$ cat src/rtl/core/sbtf_pkg.sv
// Shared types and constants for the sprite blitter with color key and flip.
package sbtf_pkg;

   localparam int unsigned DefaultSliceWidth = 256;
   localparam int unsigned DefaultSliceRows  = 64;

   localparam int unsigned PixelW  = 16;
   localparam int unsigned AddrW   = 14;
   localparam int unsigned CsrIdxW = 3;
   localparam int unsigned CsrDataW = 9;
   localparam int unsigned CountW  = 8;

   localparam logic [PixelW-1:0] FlashWhite = 16'hFFFF;

   typedef enum logic [CsrIdxW-1:0] {
      CsrPartLeft   = 3'd0,
      CsrPartTop    = 3'd1,
      CsrPartRight  = 3'd2,
      CsrPartBottom = 3'd3,
      CsrDestX      = 3'd4,
      CsrDestY      = 3'd5,
      CsrMirror     = 3'd6,
      CsrFlash      = 3'd7
   } csr_index_type;

endpackage

$ cat src/rtl/core/sprite_blit_transparent_flip.sv
// Sprite blitter top level: color key, mirror, flash and slice-bounds check.
//
// One slice-buffer write request leaves for every sprite pixel request taken,
// in order. The block sustains one request per clock while rsp_stall is low:
// a capture stage holds the pixel together with the column and row
// position it was taken at, and the result stage forms the target column and
// row, the range flag, the color and the address (one multiply by the slice
// width plus the column). Two request slots sit between the sides, so a new
// request is still taken while a finished result waits; req_stall rises only
// when both slots are full and rsp_stall holds the result. Pixel value zero is
// transparent and gives a request with write_enable low and color zero; targets
// outside the slice raise out_of_range, drop the write and give address zero.
// The pixel that closes the part carries last and returns both position
// counters to zero. Configure only while no request is in flight; the counters
// are not cleared by a configuration write.
module sprite_blit_transparent_flip #(
   parameter int unsigned SLICE_COLS = sbtf_pkg::DefaultSliceWidth,
   parameter int unsigned SLICE_ROWS = sbtf_pkg::DefaultSliceRows
) (
   input  logic                          clock,
   input  logic                          reset,
   // configuration
   input  logic                          csr_write_enable,
   input  logic [sbtf_pkg::CsrIdxW-1:0]  csr_index,
   input  logic [sbtf_pkg::CsrDataW-1:0] csr_data,
   // pixel requests
   input  logic                          req_valid,
   output logic                          req_stall,
   input  logic [sbtf_pkg::PixelW-1:0]   req_pixel,
   // slice-buffer write requests
   output logic                          rsp_valid,
   input  logic                          rsp_stall,
   output logic                          rsp_write_enable,
   output logic [sbtf_pkg::AddrW-1:0]    rsp_write_address,
   output logic [sbtf_pkg::PixelW-1:0]   rsp_write_color,
   output logic                          rsp_out_of_range,
   output logic                          rsp_last
);

   localparam int unsigned CW    = sbtf_pkg::CountW;
   localparam int unsigned PosW  = 12;
   localparam int unsigned ProdW = $clog2(SLICE_ROWS * SLICE_COLS) + sbtf_pkg::AddrW;

   // configuration registers
   logic [CW-1:0] part_left_ff, part_top_ff, part_right_ff, part_bottom_ff;
   logic [8:0]    dest_x_ff, dest_y_ff;
   logic          mirror_ff, flash_ff;

   always_ff @(posedge clock) begin
      if (reset) begin
         part_left_ff   <= '0;
         part_top_ff    <= '0;
         part_right_ff  <= '0;
         part_bottom_ff <= '0;
         dest_x_ff      <= '0;
         dest_y_ff      <= '0;
         mirror_ff      <= 1'b0;
         flash_ff       <= 1'b0;
      end else if (csr_write_enable) begin
         unique case (sbtf_pkg::csr_index_type'(csr_index))
            sbtf_pkg::CsrPartLeft:   part_left_ff   <= csr_data[CW-1:0];
            sbtf_pkg::CsrPartTop:    part_top_ff    <= csr_data[CW-1:0];
            sbtf_pkg::CsrPartRight:  part_right_ff  <= csr_data[CW-1:0];
            sbtf_pkg::CsrPartBottom: part_bottom_ff <= csr_data[CW-1:0];
            sbtf_pkg::CsrDestX:      dest_x_ff      <= csr_data;
            sbtf_pkg::CsrDestY:      dest_y_ff      <= csr_data;
            sbtf_pkg::CsrMirror:     mirror_ff      <= csr_data[0];
            sbtf_pkg::CsrFlash:      flash_ff       <= csr_data[0];
         endcase
      end
   end

   // part extent minus one, 8-bit wrapped
   logic [CW-1:0] wdiff, hdiff;
   assign wdiff = part_right_ff - part_left_ff;
   assign hdiff = part_bottom_ff - part_top_ff;

   // handshake: the result slot frees when empty or taken downstream
   logic rsp_valid_ff, rsp_valid_in;
   logic s1_valid_ff, s1_valid_in;
   logic s2_ready, s1_move, req_take;

   assign s2_ready  = !rsp_valid_ff || !rsp_stall;
   assign s1_move   = s1_valid_ff && s2_ready;
   assign req_stall = s1_valid_ff && !s2_ready;
   assign req_take  = req_valid && !req_stall;

   // position counters advance on every request taken
   logic [CW-1:0] col_count_ff, col_count_in, row_count_ff, row_count_in;
   logic          row_end, part_end;

   assign row_end  = col_count_ff >= wdiff;
   assign part_end = row_end && (row_count_ff >= hdiff);

   always_comb begin
      col_count_in = col_count_ff;
      row_count_in = row_count_ff;
      if (req_take) begin
         if (part_end) begin
            col_count_in = '0;
            row_count_in = '0;
         end else if (row_end) begin
            col_count_in = '0;
            row_count_in = row_count_ff + 1'b1;
         end else begin
            col_count_in = col_count_ff + 1'b1;
         end
      end
   end

   // capture stage: pixel plus the position it was taken at
   logic [sbtf_pkg::PixelW-1:0] s1_pixel_ff;
   logic [CW-1:0]               s1_col_ff, s1_row_ff;
   logic                        s1_last_ff;

   assign s1_valid_in = req_take || (s1_valid_ff && !s1_move);

   always_ff @(posedge clock) begin
      if (reset) begin
         s1_valid_ff  <= 1'b0;
         col_count_ff <= '0;
         row_count_ff <= '0;
      end else begin
         s1_valid_ff  <= s1_valid_in;
         col_count_ff <= col_count_in;
         row_count_ff <= row_count_in;
      end
   end

   always_ff @(posedge clock) begin
      if (req_take) begin
         s1_pixel_ff <= req_pixel;
         s1_col_ff   <= col_count_ff;
         s1_row_ff   <= row_count_ff;
         s1_last_ff  <= part_end;
      end
   end

   // target column and row in the slice, signed
   logic signed [PosW-1:0] col_off, tc, tr;
   logic                   oor, opaque, we;
   logic [ProdW-1:0]       addr_full;

   always_comb begin
      if (mirror_ff) begin
         col_off = $signed({4'b0, wdiff}) - $signed({4'b0, s1_col_ff});
      end else begin
         col_off = $signed({4'b0, s1_col_ff});
      end
      tc = $signed({{3{dest_x_ff[8]}}, dest_x_ff}) + $signed({4'b0, part_left_ff}) + col_off;
      tr = $signed({{3{dest_y_ff[8]}}, dest_y_ff}) + $signed({4'b0, part_top_ff})
         + $signed({4'b0, s1_row_ff});
      oor = tc[PosW-1] || (tc >= $signed(PosW'(SLICE_COLS)))
         || tr[PosW-1] || (tr >= $signed(PosW'(SLICE_ROWS)));
      opaque = s1_pixel_ff != '0;
      we     = opaque && !oor;
      addr_full = ProdW'(tr[9:0]) * ProdW'(SLICE_COLS) + ProdW'(tc[10:0]);
   end

   // result stage
   logic                        wen_ff;
   logic [sbtf_pkg::AddrW-1:0]  addr_ff;
   logic [sbtf_pkg::PixelW-1:0] color_ff;
   logic                        oor_ff, last_ff;

   assign rsp_valid_in = s1_move || (rsp_valid_ff && rsp_stall);

   always_ff @(posedge clock) begin
      if (reset) begin
         rsp_valid_ff <= 1'b0;
      end else begin
         rsp_valid_ff <= rsp_valid_in;
      end
   end

   always_ff @(posedge clock) begin
      if (s1_move) begin
         wen_ff   <= we;
         addr_ff  <= oor ? '0 : addr_full[sbtf_pkg::AddrW-1:0];
         color_ff <= !we ? '0 : (flash_ff ? sbtf_pkg::FlashWhite : s1_pixel_ff);
         oor_ff   <= oor;
         last_ff  <= s1_last_ff;
      end
   end

   assign rsp_valid         = rsp_valid_ff;
   assign rsp_write_enable  = wen_ff;
   assign rsp_write_address = addr_ff;
   assign rsp_write_color   = color_ff;
   assign rsp_out_of_range  = oor_ff;
   assign rsp_last          = last_ff;

endmodule

$ cat config.mk
export PLATFORM = sky130hd
export DESIGN_NAME = sprite_blit_transparent_flip
export DESIGN_NICKNAME = d
export VERILOG_FILES = /design/src/rtl/core/sbtf_pkg.sv /design/src/rtl/core/sprite_blit_transparent_flip.sv
export SDC_FILE = /design/constraint.sdc
export NUM_CORES = 1
export LEC_CHECK = 0
export BUFFER_PORTS_ARGS = -buffer_cell sky130_fd_sc_hd__buf_2
export CORE_UTILIZATION = 55
export CTS_CLUSTER_SIZE = 8
export DETAILED_ROUTE_END_ITERATION = 12
export GPL_TIMING_DRIVEN = 0
export HOLD_SLACK_MARGIN = 0.12
export PLACE_DENSITY_LB_ADDON = 0.12
export SLEW_MARGIN = 25
export SYNTH_ARGS = -nofsm -noshare
export SYNTH_HDL_FRONTEND = slang
export SYNTH_SLANG_ARGS = --single-unit
$ cat constraint.sdc
create_clock -name clock -period 10.8 [get_ports clock]
set_input_delay 1.08 -clock clock [delete_from_list [all_inputs] [get_ports clock]]
set_output_delay 1.08 -clock clock [all_outputs]
set_load 0.05 [all_outputs]
Word-level counts from Yosys, hierarchy flattened
Index checks and enable logic that the tools add are counted.
{"block": "op_classes", "magnitude_cmp": 4, "muxes": 6, "bitwise": 0, "n_reduce_logical": 31, "add_sub_neg": 10, "n_div": 0, "multipliers": 0, "n_eq_ne": 7, "shift": 0}
{"operator": "2-to-1 mux 8 bit", "count": 4}
{"operator": "adder 9 x 9 -> 10 bit", "count": 2}
{"operator": "AND reduction 2 bit", "count": 9}
{"operator": "adder 8 x 1 -> 8 bit (second input constant)", "count": 2}
{"operator": ">= comparator 8 bit", "count": 2}
{"operator": "2-to-1 mux 16 bit", "count": 1}
{"operator": "nonzero test 16 bit", "count": 1}
{"operator": "subtractor 8 bit", "count": 2}
{"operator": "adder 14 x 11 -> 14 bit", "count": 1}
{"operator": "adder 10 x 12 -> 12 bit", "count": 1}
{"operator": "equality test 3 bit (second input constant)", "count": 4}
{"operator": ">= comparator 12 x 10 -> 1 bit (second input constant)", "count": 1}
{"operator": "2-to-1 mux 12 bit", "count": 1}
{"operator": "adder 10 x 9 -> 11 bit", "count": 1}
{"operator": ">= comparator 11 x 8 -> 1 bit (second input constant)", "count": 1}
{"operator": "subtractor 8 x 8 -> 9 bit", "count": 1}
{"operator": "logical AND 1 bit", "count": 7}
{"operator": "equality test 3 x 2 -> 1 bit (second input constant)", "count": 2}
{"operator": "logical NOT 1 bit", "count": 6}
{"operator": "logical OR 1 bit", "count": 6}
{"operator": "equality test 3 x 1 -> 1 bit (second input constant)", "count": 1}
{"operator": "logical NOT 3 bit", "count": 1}
{"operator": "nonzero test 2 bit", "count": 1}
{"block": "totals", "input_bits": 33, "ramBits": 0, "memories": 0, "register_bits": 136, "mem_bits_ro": 0, "latch_bits": 0}

Longest topological paths before layout
{"block": "logic_depth", "depth_word": 10, "mapped_depth": 30, "depth_no_buf": 29}

Worst setup path after synthesis
OpenSTA, ideal clock, no wires.
{"block": "synth_path", "kind": "register to register", "from": "register part_left_ff[1]", "to": "register addr_ff, in the netlist rsp_write_address[12] (data pin)", "path_stages_with_launch": 29, "arrival_time_ns": 5.102, "synth_period_minus_slack_ns": 5.379, "path_buffers": 1, "setup_slack_ns": 5.421, "setup_ns": 0.277, "path_cell_list": "dfxtp_1 -> inv_1 -> ha_1 -> nor2b_1 -> o21ai_0 -> a21boi_0 -> o21ai_0 -> nand2b_1 -> xor2_1 -> ha_1 -> o21ai_0 -> or3b_2 -> o221ai_1 -> fa_1 -> ha_1 -> o21ai_0 -> a21oi_1 -> nand2_1 -> xor2_1 -> clkbuf_1 -> inv_1 -> ha_1 -> inv_1 -> fa_1 -> inv_1 -> a21oi_1 -> nor2_1 -> xnor2_1 -> nor4_2"}
{"block": "synth_between", "elab_chain_cells": 8, "word_cells_on_any_way": 10, "classes_between": "5 x add/sub; 1 x order compare; 1 x mux; 3 x reduce/logical"}
{"element": "from (decl)", "line_no": "sprite_blit_transparent_flip.sv:45", "source": "logic [CW-1:0] part_left_ff, part_top_ff, part_right_ff, part_bottom_ff;"}
{"element": "from (signal assigned)", "line_no": "sprite_blit_transparent_flip.sv:61", "source": "sbtf_pkg::CsrPartLeft: part_left_ff <= csr_data[CW-1:0];"}
{"element": "subtractor 8 bit", "line_no": "sprite_blit_transparent_flip.sv:75", "source": "assign wdiff = part_right_ff - part_left_ff;"}
{"element": "subtractor 8 x 8 -> 9 bit", "line_no": "sprite_blit_transparent_flip.sv:146", "source": "col_off = $signed({4'b0, wdiff}) - $signed({4'b0, s1_col_ff});"}
{"element": "2-to-1 mux 12 bit", "line_no": "sprite_blit_transparent_flip.sv:145", "source": "if (mirror_ff) begin"}
{"element": "adder 10 x 12 -> 12 bit (*)", "line_no": "sprite_blit_transparent_flip.sv:150", "source": "tc = $signed({{3{dest_x_ff[8]}}, dest_x_ff}) + $signed({4'b0, part_left_ff}) + col_off;"}
{"element": ">= comparator 12 x 10 -> 1 bit", "line_no": "sprite_blit_transparent_flip.sv:153", "source": "oor = tc[PosW-1] || (tc >= $signed(PosW'(SLICE_COLS)))"}
{"element": "logical OR 1 bit", "line_no": "sprite_blit_transparent_flip.sv:153"}
{"element": "logical OR 1 bit (2 in series)", "line_no": "sprite_blit_transparent_flip.sv:154", "source": "|| tr[PosW-1] || (tr >= $signed(PosW'(SLICE_ROWS)));"}
{"element": "to (signal assigned)", "line_no": "sprite_blit_transparent_flip.sv:179", "source": "addr_ff <= oor ? '0 : addr_full[sbtf_pkg::AddrW-1:0];"}
{"element": "to (decl)", "line_no": "sprite_blit_transparent_flip.sv:162", "source": "logic [sbtf_pkg::AddrW-1:0] addr_ff;"}
Every way passes the cells marked *; elsewhere a longest branch is shown, timed or not.
A chain may end at the register's enable or synchronous reset.

Worst setup path after layout
Same ends and word-level chain as after synthesis.

==> summary by stage <==
Layout
The area growth from synthesis to layout is 14.2%. The fraction of layout cells with a size suffix above 1 is 0.131. The final net count is 1037. For this run, the share of the core covered by cells in the final layout is 0.648.

Leaving out filler cells and counting taps, the final layout contains around 1100. The repair_antennas step left the layout with diodes totalling 0.

Placement
During placement, the flow inserted port buffers numbering 61. The estimated wirelength of the detail-placed design is between 10 and 15 mm. At the end of routability-driven placement, the weighted congestion stood at between 0.8 and 0.9. The cell count after placement is 1081.

Timing
Setup repair after global routing left no endpoint under its margin. The final sum of negative setup slack is 0 ns. On the final layout, the worst clock skew is 0.00953 ns. The transition at the pin with the smallest max-transition slack is 1.05 ns. The clock period could shrink to approximately 6.5 ns. The count of endpoints failing hold in the final timing report came to 0. Of the available clock period, the critical path in the final layout requires 0.598. The relative slew slack is 0.297. The max-slew violation total from the final report came to 0.

Based on the critical path, the design can be clocked at up to 0.155 GHz. The final count of negative-setup-slack endpoints is 0.

Die
The full die area is 14900 um^2. The number of rows created at floorplan is 43. The die outline height is about 120 um. The initial cell density of the core is 0.567. The boundary pin count is between 60 and 70.

The x dimension of the die is 122 um. The total area inside the core boundary comes to 14000 um^2.

Clocking
Gates resized during post-CTS repair numbered 0. The maximum level of the CTS H-tree is 4. After clock tree synthesis, the clock-pin slew on the worst setup and hold paths is 0.06 ns. The later pin in the worst-skew pair is clocked with a latency of 0.43 ns. For this design, the CTS-stage hold fixing added 0 buffers. For this design, the sink count on the clock tree is 136. In this run the post-CTS setup repair buffer count came out at 0. The TritonCTS clock tree is done. In this run the clock root is driven by a clkbuf_16. The clock passes through at most 2 buffers. The number of CTS-inserted buffers is 17.

Critical path
Along the worst path, the maximum fanout reaches 10. The slowest stage of the critical path is the fa_1 cell. The most critical setup path has its startpoint at part_left_ff[1]$_SDFFE_PP0P_. The cell family contributing the most delay on the critical path is adder cells.

The delay contributed by the slowest stage of the critical path is 0.49 ns. The critical path is of the flip-flop to flip-flop type. The critical path contains buffers and inverters numbering 5 combined. The worst register-to-register path begins at part_left_ff[1]$_SDFFE_PP0P_.

The category of the worst setup path launch point is a flip-flop. Data on the critical path is required at its endpoint by 10.95 ns. The critical path capture point type is a flip-flop.

The number of cells traversed by the worst register-to-register path is 28. The cell count along the critical path is 28. The signal arrival time at the worst endpoint is 6.61 ns.

Synthesis
Counting instances in the post-synthesis netlist gives the leading cell types as 133 x nand2_1, 82 x a21oi_1, 70 x dfxtp_1, 70 x inv_1, 66 x edfxtp_1. The number of nets in the synthesized netlist is 956. The average cell area after synthesis is roughly 9.5 um^2.

The count of warnings emitted by yosys is 0. The share of synthesized registers carrying an async set or reset is 0. The number of standard cells after synthesis is 839. Counting flops and latches in the post-synthesis netlist gives 136. The share of the Yosys chip area taken by registers is 0.426.

Summed over all instances, the cell type with the most area after synthesis is edfxtp_1. The number of synthesized flops with an enable pin is 66. The most common cell in the netlist is nand2_1.

Ranked by total cell area, the synthesized netlist is headed by edfxtp_1 25%, dfxtp_1 18%, ha_1 9.8%. Synthesis instantiated 57 different standard cells from the library. The proportion of netlist area held by the largest area contributor is 0.250. For this run, the leading register cell type out of synthesis is dfxtp_1. The mapped netlist covers 7940 um^2.

Routing
In the final routed layout, each cell accounts on average for 17.1 um. The number of nets with antenna violations after routing is 0. The first detailed-routing pass ran for 4 iterations. The via-per-instance ratio is 5.74. The number of design rule violations left after detail routing is 0. The routed layout has 6386 vias. The final layout contains routed wiring with a total length of 19.0 mm.

The first routing iteration left approximately 460 violations.

Global routing
The number of antenna violations at the first check in global routing is 0. The maximum number of pins on one net before global-route repair is 42. The first global-routing pass estimated between 30 and 40 mm of wire. The total grt overflow is 0. The number of global-route vias before repair was 6198. For this run, the total global-route usage over all layers was measured as 0.266.

Power
The leakage power of the design is 3.60 nW. Power comes to around 1.4 mW. Across the VDD grid, the largest voltage drop is 0.117 mV.

For this design the ratio of total power to cell area is roughly 150 nW/um^2.

Flow run
The tool flagged a number of max-cap violations equal to 0.

Worst hold path
In this run the most critical hold path is launched from s1_last_ff$_DFFE_PP_. In this run the worst hold path is classified as flip-flop to flip-flop. Counting instances, the worst hold path has a depth of 0.

Status
The run finished with clean final reports.
-- metrics by stage --
step,setup slack [ns],hold slack (ns),instance area [um^2]
6_report,4.34,0.444,9060
2_1_floorplan,5.42,0.400,7940
5_1_grt,3.89,0.475,9060
4_1_cts,4.38,0.443,9060
3_5_place_dp,4.51,0.429,8490
3_3_place_gp,4.64,0.404,8470
-- where the power goes --
group	internal, mW	switching, mW
clock network	0.343	0.222
logic	0.0814	0.153
registers	0.566	0.0136
-- kinds of logic (layout without fill, tap and decap cells) --
| logic type | count (synthesis) | count (layout) | synth area share |
|---|---|---|---|
| buf+inv | 105 | 199 | 0.0516 |
| flops | 136 | 136 | 0.426 |
| mux | 3 | 3 | 0.00394 |
| compound gates | 174 | 174 | 0.138 |
| simple gates | 303 | 303 | 0.190 |
| xor+xnor | 34 | 34 | 0.0375 |
| fa+ha+maj | 84 | 84 | 0.153 |
-- final timing paths --
kind                                                             to  slack [ns]
worst max-delay path            rsp_write_address[12]$_SDFFCE_PP0P_        4.34
worst min-delay path                             rsp_last$_DFFE_PP_        0.44
worst max register to register  rsp_write_address[12]$_SDFFCE_PP0P_        4.34
worst min register to register                   rsp_last$_DFFE_PP_        0.44
-- routing by layer --
| metal | wire length (um) | global-route usage | vias up |
|---|---|---|---|
| li1 | - | - | 3120 |
| met1 | 8200 | 0.322 | 3038 |
| met2 | 9180 | 0.452 | 191 |
| met3 | 1050 | 0.0609 | 37 |
| met4 | 553 | 0.114 | 0 |
| met5 | 0 | 0 | - |
-- cells in the final DEF (no fill, tap or decap), types with 12 or more instances in the layout --
cell	instances
nand3_1	24
nor2b_1	12
clkbuf_16	17
clkbuf_1	27
edfxtp_1	66
nor3_1	38
xnor2_1	19
nor2_1	33
xor2_1	15
inv_1	70
dfxtp_1	70
o2111ai_1	17
o21ai_0	23
ha_1	62
nand2_1	133
buf_2	67
fa_1	22
a21oi_1	82
-- sequential cells by signal, indices dropped and copies added (netlist names), 9 cells and up --
signal             cells
s1_pixel_ff           16
dest_y_ff              9
rsp_write_color       16
dest_x_ff              9
rsp_write_address     14
-- area by class of cell --
class | instances | area [um^2]
Fill cell | 1138 | 4930
Multi-Input combinational cell | 598 | 4150
Sequential cell | 136 | 3380
Clock buffer | 18 | 439
Timing Repair Buffer | 62 | 320
Inverter | 71 | 267
Tap cell | 180 | 225
Buffer | 34 | 143
Clock inverter | 14 | 130
(Power assumes the default switching activity.)
